$ cat config.mk
export PLATFORM = sky130hd
export DESIGN_NAME = csv_line_field_splitter
export DESIGN_NICKNAME = d
export VERILOG_FILES = /design/src/rtl/core/clfs_pkg.sv /design/src/rtl/core/clfs_in_reg.sv /design/src/rtl/core/clfs_parser.sv /design/src/rtl/core/clfs_out_reg.sv /design/src/rtl/core/csv_line_field_splitter.sv
export SDC_FILE = /design/constraint.sdc
export NUM_CORES = 1
export LEC_CHECK = 0
export ABC_AREA = 1
export BUFFER_PORTS_ARGS = -buffer_cell sky130_fd_sc_hd__buf_2
export CAP_MARGIN = 20
export CORE_MARGIN = 1
export CORE_UTILIZATION = 40
export DETAILED_ROUTE_END_ITERATION = 8
export PLACE_DENSITY = 0.7
export SETUP_SLACK_MARGIN = 0.4
export SLEW_MARGIN = 5
export SYNTH_ARGS = -nofsm -noshare
export SYNTH_HDL_FRONTEND = slang
export SYNTH_SLANG_ARGS = --single-unit
export TNS_END_PERCENT = 30
$ cat constraint.sdc
create_clock -name aclk -period 2.25 [get_ports aclk]
set_clock_uncertainty 0.05 [all_clocks]
set_input_delay 0.1125 -clock aclk [delete_from_list [all_inputs] [get_ports aclk]]
set_output_delay 0.1125 -clock aclk [all_outputs]
set_load 0.01 [all_outputs]
$ cat src/rtl/core/clfs_pkg.sv
package clfs_pkg;

    // Default width of the internal line counter
    localparam int LINE_COUNT_WIDTH_DEF = 16;

    // Width of the line number shown on the result channel
    localparam int LINE_NUMBER_W = 16;

    // Special characters
    localparam logic [7:0] CH_QUOTE = 8'h22;
    localparam logic [7:0] CH_COMMA = 8'h2C;
    localparam logic [7:0] CH_CR    = 8'h0D;

    // Quoting state
    typedef enum logic [1:0] {
        QM_UNQUOTED = 2'd0,
        QM_QUOTED   = 2'd1,
        QM_PENDING  = 2'd2
    } quote_mode_t;

    // Input transaction payload
    typedef struct packed {
        logic [7:0] data_byte;
        logic       last_of_line;
    } clfs_in_t;

    // Result transaction payload
    typedef struct packed {
        logic [7:0]               field_byte;
        logic                     byte_valid;
        logic                     end_of_field;
        logic                     end_of_record;
        logic                     format_error;
        logic [LINE_NUMBER_W-1:0] line_number;
    } clfs_out_t;

endpackage

$ cat src/rtl/core/clfs_in_reg.sv
module clfs_in_reg
    import clfs_pkg::*;
(
    input  logic     aclk,
    input  logic     aresetn,
    input  logic     s_valid,
    output logic     s_ready,
    input  clfs_in_t s_data,
    input  logic     out_free,
    output logic     advance,
    output clfs_in_t in_data
);

    logic     valid_reg;
    logic     valid_next;
    clfs_in_t data_reg;

    // Item moves on when the result stage has room
    assign advance = valid_reg && out_free;
    assign s_ready = !valid_reg || advance;
    assign in_data = data_reg;

    always_comb begin
        valid_next = valid_reg;
        if (s_ready) begin
            valid_next = s_valid;
        end
    end

    always_ff @(posedge aclk) begin
        if (!aresetn) begin
            valid_reg <= 1'b0;
        end else begin
            valid_reg <= valid_next;
        end
    end

    // Payload capture, no reset needed
    always_ff @(posedge aclk) begin
        if (s_valid && s_ready) begin
            data_reg <= s_data;
        end
    end

endmodule

$ cat src/rtl/core/clfs_parser.sv
module clfs_parser
    import clfs_pkg::*;
#(
    parameter int LINE_COUNT_WIDTH = LINE_COUNT_WIDTH_DEF
) (
    input  logic      aclk,
    input  logic      aresetn,
    input  logic      advance,
    input  clfs_in_t  in_data,
    output logic      res_valid,
    output clfs_out_t res_data
);

    quote_mode_t                 mode_reg;
    quote_mode_t                 mode_next;
    logic                        has_bytes_reg;
    logic                        has_bytes_next;
    logic [LINE_COUNT_WIDTH-1:0] line_cnt_reg;
    logic [LINE_COUNT_WIDTH-1:0] line_cnt_next;
    logic [LINE_COUNT_WIDTH-1:0] line_cnt_bumped;
    logic [31:0]                 line_cnt_ext;

    logic [7:0] b;
    logic       last;
    logic       cr_last;
    logic       plain;
    logic       emit;
    logic       sep;
    logic       err;
    logic [7:0] val;
    quote_mode_t mode_mid;

    assign b       = in_data.data_byte;
    assign last    = in_data.last_of_line;
    assign cr_last = last && (b == CH_CR);

    // Saturating line count, shown through its low bits
    assign line_cnt_bumped = (&line_cnt_reg) ? line_cnt_reg
                                             : line_cnt_reg + LINE_COUNT_WIDTH'(1);
    assign line_cnt_ext    = 32'(line_cnt_reg);

    // Byte decode, quote handling and result forming
    always_comb begin
        mode_mid       = mode_reg;
        plain          = 1'b0;
        emit           = 1'b0;
        sep            = 1'b0;
        val            = 8'h00;
        err            = 1'b0;
        res_valid      = 1'b0;
        res_data       = '0;
        res_data.line_number = line_cnt_ext[LINE_NUMBER_W-1:0];
        mode_next      = mode_reg;
        has_bytes_next = has_bytes_reg;
        line_cnt_next  = line_cnt_reg;

        if (cr_last && !has_bytes_reg) begin
            // Line of only a CR: counted, nothing emitted
            line_cnt_next = line_cnt_bumped;
        end else begin
            has_bytes_next = 1'b1;
            if (!cr_last) begin
                case (mode_reg)
                    QM_QUOTED: begin
                        if (b == CH_QUOTE) begin
                            mode_mid = QM_PENDING;
                        end else begin
                            emit = 1'b1;
                            val  = b;
                        end
                    end
                    QM_PENDING: begin
                        if (b == CH_QUOTE) begin
                            // Doubled quote gives one literal quote
                            emit     = 1'b1;
                            val      = CH_QUOTE;
                            mode_mid = QM_QUOTED;
                        end else begin
                            mode_mid = QM_UNQUOTED;
                            plain    = 1'b1;
                        end
                    end
                    default: begin
                        mode_mid = QM_UNQUOTED;
                        plain    = 1'b1;
                    end
                endcase
                if (plain) begin
                    if (b == CH_QUOTE) begin
                        mode_mid = QM_QUOTED;
                    end else if (b == CH_COMMA) begin
                        sep = 1'b1;
                    end else begin
                        emit = 1'b1;
                        val  = b;
                    end
                end
            end
            mode_next = mode_mid;

            if (last) begin
                // Record end; open quotes flag a format error
                err                    = (mode_mid == QM_QUOTED);
                res_valid              = 1'b1;
                res_data.field_byte    = err ? 8'h00 : val;
                res_data.byte_valid    = !err && emit;
                res_data.end_of_field  = !err && sep;
                res_data.end_of_record = 1'b1;
                res_data.format_error  = err;
                mode_next              = QM_UNQUOTED;
                has_bytes_next         = 1'b0;
                line_cnt_next          = line_cnt_bumped;
            end else if (emit || sep) begin
                res_valid             = 1'b1;
                res_data.field_byte   = val;
                res_data.byte_valid   = emit;
                res_data.end_of_field = sep;
            end
        end
    end

    // Parser state, updated once per consumed item
    always_ff @(posedge aclk) begin
        if (!aresetn) begin
            mode_reg      <= QM_UNQUOTED;
            has_bytes_reg <= 1'b0;
            line_cnt_reg  <= LINE_COUNT_WIDTH'(1);
        end else if (advance) begin
            mode_reg      <= mode_next;
            has_bytes_reg <= has_bytes_next;
            line_cnt_reg  <= line_cnt_next;
        end
    end

endmodule

$ cat src/rtl/core/clfs_out_reg.sv
module clfs_out_reg
    import clfs_pkg::*;
(
    input  logic      aclk,
    input  logic      aresetn,
    input  logic      load,
    input  clfs_out_t res_data,
    output logic      out_free,
    output logic      m_valid,
    input  logic      m_ready,
    output clfs_out_t m_data
);

    logic      valid_reg;
    logic      valid_next;
    clfs_out_t data_reg;

    // Room when empty or being drained this cycle
    assign out_free = !valid_reg || m_ready;
    assign m_valid  = valid_reg;
    assign m_data   = data_reg;

    always_comb begin
        valid_next = valid_reg;
        if (load) begin
            valid_next = 1'b1;
        end else if (m_ready) begin
            valid_next = 1'b0;
        end
    end

    always_ff @(posedge aclk) begin
        if (!aresetn) begin
            valid_reg <= 1'b0;
        end else begin
            valid_reg <= valid_next;
        end
    end

    always_ff @(posedge aclk) begin
        if (load) begin
            data_reg <= res_data;
        end
    end

endmodule

$ cat src/rtl/core/csv_line_field_splitter.sv
// CSV line field splitter. Takes one byte of a CSV line per transaction, with
// last_of_line marking the final byte, and returns field bytes with quoting
// removed plus end_of_field / end_of_record markers, a format_error flag for a
// line that ends inside quotes, and the current line number (saturating). The
// block sustains one input byte per clock while the result side is ready: a
// byte passes an input register and is parsed into an output register, from
// which its result is presented on m_valid. Bytes that yield no result
// (opening or closing quotes, a lone-CR line) are consumed silently. Both
// channels stall only on back-pressure from the result side.
module csv_line_field_splitter
    import clfs_pkg::*;
#(
    parameter int LINE_COUNT_WIDTH = LINE_COUNT_WIDTH_DEF
) (
    input  logic      aclk,
    input  logic      aresetn,
    input  logic      s_valid,
    output logic      s_ready,
    input  clfs_in_t  s_data,
    output logic      m_valid,
    input  logic      m_ready,
    output clfs_out_t m_data
);

    logic      out_free;
    logic      advance;
    clfs_in_t  in_data;
    logic      res_valid;
    clfs_out_t res_data;

    clfs_in_reg u_in_reg (
        .aclk     (aclk),
        .aresetn  (aresetn),
        .s_valid  (s_valid),
        .s_ready  (s_ready),
        .s_data   (s_data),
        .out_free (out_free),
        .advance  (advance),
        .in_data  (in_data)
    );

    clfs_parser #(
        .LINE_COUNT_WIDTH (LINE_COUNT_WIDTH)
    ) u_parser (
        .aclk      (aclk),
        .aresetn   (aresetn),
        .advance   (advance),
        .in_data   (in_data),
        .res_valid (res_valid),
        .res_data  (res_data)
    );

    clfs_out_reg u_out_reg (
        .aclk     (aclk),
        .aresetn  (aresetn),
        .load     (advance && res_valid),
        .res_data (res_data),
        .out_free (out_free),
        .m_valid  (m_valid),
        .m_ready  (m_ready),
        .m_data   (m_data)
    );

endmodule
==> results.md, run 1 <==
- Status: finished with violations
- Failing checks: DRC
- Number of fill cells in the layout: 547
- Core Area: 6420 um^2
- Worst Min Path Start: m_ready
- Reg2reg path depth: 10
- Nets: 373
- Clk pwr share: 0.429
- Skew-Pair Late Insertion Delay: around 0.33 ns
- #FFs+latches synth: 58
- Sw power: between 400 and 500 uW
- Register area: 1530 um^2
- Syn avg cell area: approximately 9.7 um^2
- Worst vdd ir: 0.344 mV
- CP Buf/Inv Count: 4
- PD cells: 677 nW/um^2
- Final ANT Viol Nets: 0
- # H-tree levels: 3
- Multi-input logic area: 1050 um^2
- Ant. Diodes: 0
- Port bufs: 42
- CTS Sinks: 58
- Top cells by count, synth: nand2_1 (61), edfxtp_1 (37), inv_1 (31), nand3_1 (24), nor2_1 (24)
- Synth unique cells: 30
- Async SR Flop Fraction: 0
- GP Congestion: 0.930
- # setup viols final: 0
- Reg2reg start: u_parser.mode_reg[1]
- Critical path, cell by cell: inv_1 -> ha_1 -> inv_1 -> nor2_2 -> nor2_1 -> nand3b_1 -> nand3_1 -> nand2_2 -> clkinvlp_4 -> buf_12
- Final period util: 0.836
- Arrival @ worst endpoint: 1.87 ns
- Crit path largest cell delay: 0.35 ns
- Sum Neg Setup Slack: 0 ns
- Top cell type's share of synthesized area: 0.411
- Cell accounting for the most synthesized area: edfxtp_1
- Initial core utilization: 0.421
- Routed wire length: about 5300 um
- Critical Path Source: u_parser.mode_reg[1]
- DRC: 8
- Most common cell in the netlist: nand2_1
- Leakage power: ~1.4 nW
- Clock Path Buffers: 2
- Share of cells above drive strength 1: 0.345
- Largest net degree at the start of global routing: 19
- Startpoint Class: flip-flop
- Register area share after synthesis: 0.566
- Slowest-stage cell, CP: dfxtp_1
- Vias/cell: 4.79
- Fmax: 532 MHz
- Post-detailed-route wirelength per cell: 12.0 um
- Die ar.: approximately 7100 um^2
- Synth top area cells: edfxtp_1 (41%), dfxtp_1 (16%), nand2_1 (8.5%)
- Synthesis Warnings: 0
- Synthesized instance count: 279
- Met3 Use GR: 0.0492
- Worst Path Required: 2.24 ns
- Post-synth EDFFs: 37
- Via count: 2104
- Max-Slew Margin vs Limit: 0.566
- Crit Path Max Fanout: 18
- RSZ-0062 raised after global routing: yes
- Io pins: 43
- GR peak layer: met2
- Ys flop type: edfxtp_1
- Worst-path clk slew: roughly 0.06 ns
- Total gr overflow: 0
- Fin crit period: 1.88 ns
- CP Class: flip-flop to flip-flop
- Vias in the first global route: 1847
- Detailed Place HPWL: between 3000 and 4000 um
- Comb power frac: 0.073
- R2R Path End: u_out_reg.m_data[17]
- Worst hold path type: primary input to flip-flop
- First-pass GRT wire length: 8500 um
- Root Buffer: clkbuf_8
- FF-to-FF setup slack: 0.37 ns
- Sequential Power Share: 0.498
- Most frequent CP cell: inv_1
- Area Overhead vs Synth: 30.7%
- Max-Cap Viols: 0
- Endpoint class of the critical path: flip-flop
- TritonCTS clock tree: yes
- Hold depth: 4
- Total global routing track utilization: 0.156
- WHS Endpoint: u_in_reg.valid_reg
- Max reg flops: 28
- Least-Margin Pin Slew: 0.650 ns
- Net Sw Frac: 0.206
- Mapped Nets: 295
- Area of the mapped netlist: around 2700 um^2
- P_int: roughly 1.9 mW
- Grt met1 use: 0.215
- Delay-heaviest family, CP: buffers and inverters
- Final Hold Fails: 0
- Die height: 84.2 um
- CTS buffer count: 9
- Die width: 84.2 um
- Initial DRC count: ~120
- Grt met2 use: 0.218
- Pre-antenna DRT Iters: 6
- Initial antenna violation count: 0
- Std cell rows: 29
- Fin. max-slew vios: 0
- Final Hold Slack: slightly below 0.08 ns
[worst max path at each step]
stage	end	depth (start not counted)
2_1_floorplan	u_out_reg.m_data[0]	8
3_3_place_gp	u_out_reg.m_data[25]	9
3_5_place_dp	u_out_reg.m_data[26]	9
4_1_cts	u_out_reg.m_data[21]	9
5_1_grt	u_out_reg.m_data[18]	10
6_report	u_out_reg.m_data[17]	10
[final cells by class]
cell class,instances,share of cell area
clock buffers,11,0.0400
clock inverters,5,0.0220
inverters,34,0.0372
multi-input cells,182,0.298
flip-flops and latches,58,0.434
well taps,77,0.0273
repair buffers,72,0.142
[cell families (layout without fill, tap and decap cells)]
logic type | Yosys count | count (layout) | share of synthesized area
adder cells (fa/ha/maj) | 3 | 3 | 0.0139
flip-flops | 58 | 58 | 0.566
buffers and inverters | 39 | 122 | 0.0639
AO/OA/AOI/OAI | 38 | 38 | 0.0972
AND/OR/NAND/NOR | 130 | 130 | 0.223
XOR/XNOR | 11 | 11 | 0.0356
[worst min-delay path: stages]
cell and delay (ns):
buf_2 0.07, inv_1 0.04, nand3_1 0.10, a21oi_1 0.08
[routing by layer]
layer  vias to the layer above  wire [um]
li1                       1084          -
met1                       947       2510
met2                        64       2300
met3                         9        349
met4                         0        119
met5                         -          0
[cells in the final DEF (no fill, tap or decap), types with 4 or more instances in the layout]
| cell | count |
|---|---|
| xor2_1 | 7 |
| nor2_1 | 22 |
| nand3_2 | 5 |
| dfxtp_1 | 19 |
| xnor2_1 | 4 |
| nand3_1 | 21 |
| a21oi_1 | 13 |
| a21oi_2 | 17 |
| inv_2 | 6 |
| buf_2 | 42 |
| o21ai_0 | 6 |
| nand2_1 | 58 |
| nor2_2 | 4 |
| edfxtp_1 | 37 |
| inv_1 | 27 |
| nand2_2 | 5 |
| dlygate4sd3_1 | 11 |
| buf_4 | 16 |
| clkbuf_8 | 10 |
| nor3_1 | 5 |
[what timing repair did]
item / in CTS / in global routing
resized for setup: 1 / 17
endpoints found under the setup margin: 38 / 54
gates cloned: 0 / 1
pin swaps: 0 / 3
hold buffers: 11 / 0
buffers inserted: 0 / 13
hold endpoints to repair: 12 / 0
[power by group through the flow]
stage	Combinational [mW]	Clock, mW	Sequential, mW
detailed placement	0.137	0	1.21
floorplan	0.0711	0	1.22
CTS	0.152	1.05	1.19
finish	0.176	1.03	1.19
global placement	0.134	0	1.21
global route	0.193	1.11	1.19
[stage by stage]
step           instance area (um^2)  power, mW  worst slack (ns)  utilization  cells
2_1_floorplan                  2720       1.29             0.355            -    279
3_3_place_gp                   3020       1.35             0.410        0.471    398
3_5_place_dp                   3020       1.35             0.374        0.471    398
4_1_cts                        3360       2.40             0.377        0.523    425
5_1_grt                        3530       2.50             0.254        0.550    439
6_report                       3530       2.39             0.370        0.550    439
No activity file was read; power rests on OpenSTA's default activity.
==> run 2: changes to the inputs <==
--- a/config.mk
+++ b/config.mk
@@ -5,13 +5,13 @@
 export SDC_FILE = /design/constraint.sdc
 export NUM_CORES = 1
 export LEC_CHECK = 0
-export ABC_AREA = 1
+export ABC_AREA = 0
 export BUFFER_PORTS_ARGS = -buffer_cell sky130_fd_sc_hd__buf_2
 export CAP_MARGIN = 20
 export CORE_MARGIN = 1
 export CORE_UTILIZATION = 40
 export DETAILED_ROUTE_END_ITERATION = 8
-export PLACE_DENSITY = 0.7
+export PLACE_DENSITY = 0.72
 export SETUP_SLACK_MARGIN = 0.4
 export SLEW_MARGIN = 5
 export SYNTH_ARGS = -nofsm -noshare
==> constraint.sdc (replaced) <==
create_clock -name aclk -period 1.6 [get_ports aclk]
set_clock_uncertainty 0.05 [all_clocks]
set_input_delay 0.08 -clock aclk [delete_from_list [all_inputs] [get_ports aclk]]
set_output_delay 0.08 -clock aclk [all_outputs]
set_load 0.01 [all_outputs]
==> results.md, run 2 <==
- RSZ-0062 raised after global routing: yes
- Max reg flops: 28
- Top cells by count, synth: edfxtp_1 (37), dfxtp_1 (21), nand2_1 (13), nor2_1 (13), and2_1 (12)
- Delay-heaviest family, CP: compound AO/OA/AOI/OAI gates
- Die width: 82.4 um
- PD cells: 814 nW/um^2
- Post-synthesis mux area share: 0
- P_int: 2.33 mW
- Max-Cap Viols: 0
- Final Hold Fails: 0
- Top cell type's share of synthesized area: 0.429
- Nets: 348
- Xor-xnor portion of the synthesized cell area: 0.0406
- Largest net degree at the start of global routing: 25
- Status: finished with violations
- Io pins: 43
- Async SR Flop Fraction: 0
- Worst vdd ir: 0.451 mV
- Fin crit period: 1.95 ns
- Root Buffer: clkbuf_8
- FF-to-FF setup slack: -0.35 ns
- Sum Neg Setup Slack: -14.08 ns
- Comb power frac: 0.089
- # setup viols final: between 40 and 50
- Reg2reg start: u_in_reg.in_data[7]
- Detailed Place HPWL: just under 4000 um
- CTS Sinks: 58
- Sw power: 720 uW
- Initial antenna violation count: 0
- Max-Slew Margin vs Limit: 0.675
- Synth unique cells: 46
- Pre-antenna DRT Iters: 6
- Synthesized instance count: 218
- Worst Path Required: approximately 1.6 ns
- Syn avg cell area: around 12 um^2
- Skew-Pair Late Insertion Delay: 0.34 ns
- Port bufs: 42
- Mapped Nets: 234
- Most common cell after layout, fill and taps aside: buf_4
- Crit path largest cell delay: ~0.42 ns
- DRC: 0
- Least-Margin Pin Slew: 0.484 ns
- Placement Cell Area: 3280 um^2
- Main combinational cell family by area after synthesis: simple AND/OR/NAND/NOR gates
- Most common cell in the netlist: edfxtp_1
- Die height: 82.4 um
- Post-synth EDFFs: 37
- Number of fill cells in the layout: between 400 and 500
- Via count: about 2200
- Area Overhead vs Synth: 44.8%
- Synthesis Warnings: 0
- DP Worst Slack: -0.432 ns
- Post-Synth Simple-Gate Area: 0.251
- Ant. Diodes: 0
- Final worst slack: -0.353 ns
- Core Area: 6100 um^2
- CTS buffer count: 9
- Fmax: 512 MHz
- Vias in the first global route: 2007
- Total gr overflow: 0
- Worst-path clk slew: 0.06 ns
- R2R Path End: u_out_reg.m_data[15]
- Synth top area cells: edfxtp_1 (43%), dfxtp_1 (16%), and2_1 (2.9%)
- #FFs+latches synth: 58
- CP Buf/Inv Count: 1
- Most frequent cells in the layout: buf_4 (50), buf_2 (42), edfxtp_1 (37), dfxtp_1 (16)
- Std cell rows: 28
- Crit Path Max Fanout: 7
- Failing checks: setup timing
- Sequential Power Share: 0.548
- Routed wire length: just over 6000 um
- Final Cell Area: around 3700 um^2
- Leakage power: 1.48 nW
- Initial core utilization: 0.425
- Initial DRC count: between 150 and 200
- Hold depth: 2
- Fin util: 0.615
- Clk pwr share: 0.363
- Adder-Cell Fraction of Synth Area: 0.0145
- First-pass GRT wire length: 9490 um
- Net Sw Frac: 0.236
- WHS Endpoint: u_parser.line_cnt_reg[0]
- Share of cells above drive strength 1: 0.469
- Total global routing track utilization: 0.195
- Worst Min Path Start: aresetn
- Arrival @ worst endpoint: about 2 ns
- Ys flop type: edfxtp_1
- Slowest-stage cell, CP: edfxtp_1
- Worst hold path type: primary input to flip-flop
- Endpoint class of the critical path: flip-flop
- Final ANT Viol Nets: 0
- Critical path, cell by cell: nor3_4 -> nand2_2 -> o31a_1 -> buf_6 -> o31a_4
- GP Congestion: 0.848
- Clock Path Buffers: 2
- Area of the mapped netlist: 2590 um^2
- # H-tree levels: 3
- Compound-cell area share of the yosys netlist: 0.0812
- Startpoint Class: flip-flop
- Post-detailed-route wirelength per cell: around 15 um
- Register area share after synthesis: 0.592
- Vias/cell: ~5.2
- Reg2reg path depth: 5
- Fin. max-slew vios: 0
- CP Class: flip-flop to flip-flop
- Final period util: 1.22
- TritonCTS clock tree: yes
- Cell accounting for the most synthesized area: edfxtp_1
- Die ar.: just under 7000 um^2
-- run 2: stage by stage --
stage          std cells  hold slack, ns  total power [mW]
5_1_grt              412          0.0823              3.16
3_3_place_gp         377           0.207              1.92
6_report             412          0.0552              3.05
3_5_place_dp         377           0.209              1.92
2_1_floorplan        218           0.129              1.81
4_1_cts              407          0.0427              3.06
-- run 2: metal layers --
metal  global-route usage  share of wire
met5                    0              0
met4               0.0789          0.020
met3               0.0549          0.063
met2                0.309           0.46
met1                0.249           0.45
-- run 2: worst max-delay path by stage --
stage	to	depth (start not counted)	from	slack [ns]
2_1_floorplan	u_out_reg.m_data[0]	4	u_in_reg.in_data[7]	-0.23
3_3_place_gp	u_out_reg.m_data[16]	5	u_in_reg.in_data[7]	-0.36
3_5_place_dp	u_out_reg.m_data[27]	7	u_parser.mode_reg[1]	-0.43
4_1_cts	u_out_reg.m_data[15]	4	u_in_reg.in_data[5]	-0.35
5_1_grt	u_out_reg.m_data[16]	6	u_in_reg.in_data[6]	-0.45
6_report	u_out_reg.m_data[15]	5	u_in_reg.in_data[7]	-0.35
-- run 2: power by group through the flow --
stage / logic (mW) / clock network, mW / registers, mW
after CTS: 0.253 / 1.13 / 1.67
after detailed placement: 0.218 / 0 / 1.70
final: 0.273 / 1.11 / 1.67
after global routing: 0.297 / 1.19 / 1.68
after global placement: 0.214 / 0 / 1.70
after floorplan: 0.0875 / 0 / 1.72
-- run 2: cells by family after synthesis --
group / Yosys count
xor+xnor: 12
simple gates: 102
buf+inv: 12
compound gates: 31
flops: 58
fa+ha+maj: 3
-- run 2: worst register-to-register path, delay by kind of cell, from the launching register on --
family                 cells  cell delay (ns)
AO/OA/AOI/OAI              2             0.67
flip-flops                 1             0.42
AND/OR/NAND/NOR            2             0.43
buffers and inverters      1             0.14
-- run 2: area by class of cell --
class / instances / area, um^2 / share of cell area
clock buffer: 10 / 128 / 0.0340
clock inverter: 6 / 33.8 / 0.00901
inverter: 5 / 18.8 / 0.00501
multi-input combinational: 152 / 1200 / 0.321
sequential: 58 / 1540 / 0.411
tap: 75 / 93.8 / 0.0250
timing repair buffer: 106 / 731 / 0.195
-- run 2: timing repair --
| item | in CTS | in global routing |
|---|---|---|
| hold buffers | 10 | 0 |
| hold endpoints to repair | 10 | 0 |
| gates cloned | 2 | 2 |
| buffers inserted | 2 | 3 |
| pin swaps | 13 | 16 |
| endpoints found under the setup margin | 70 | 70 |
| gates resized for setup | 20 | 17 |
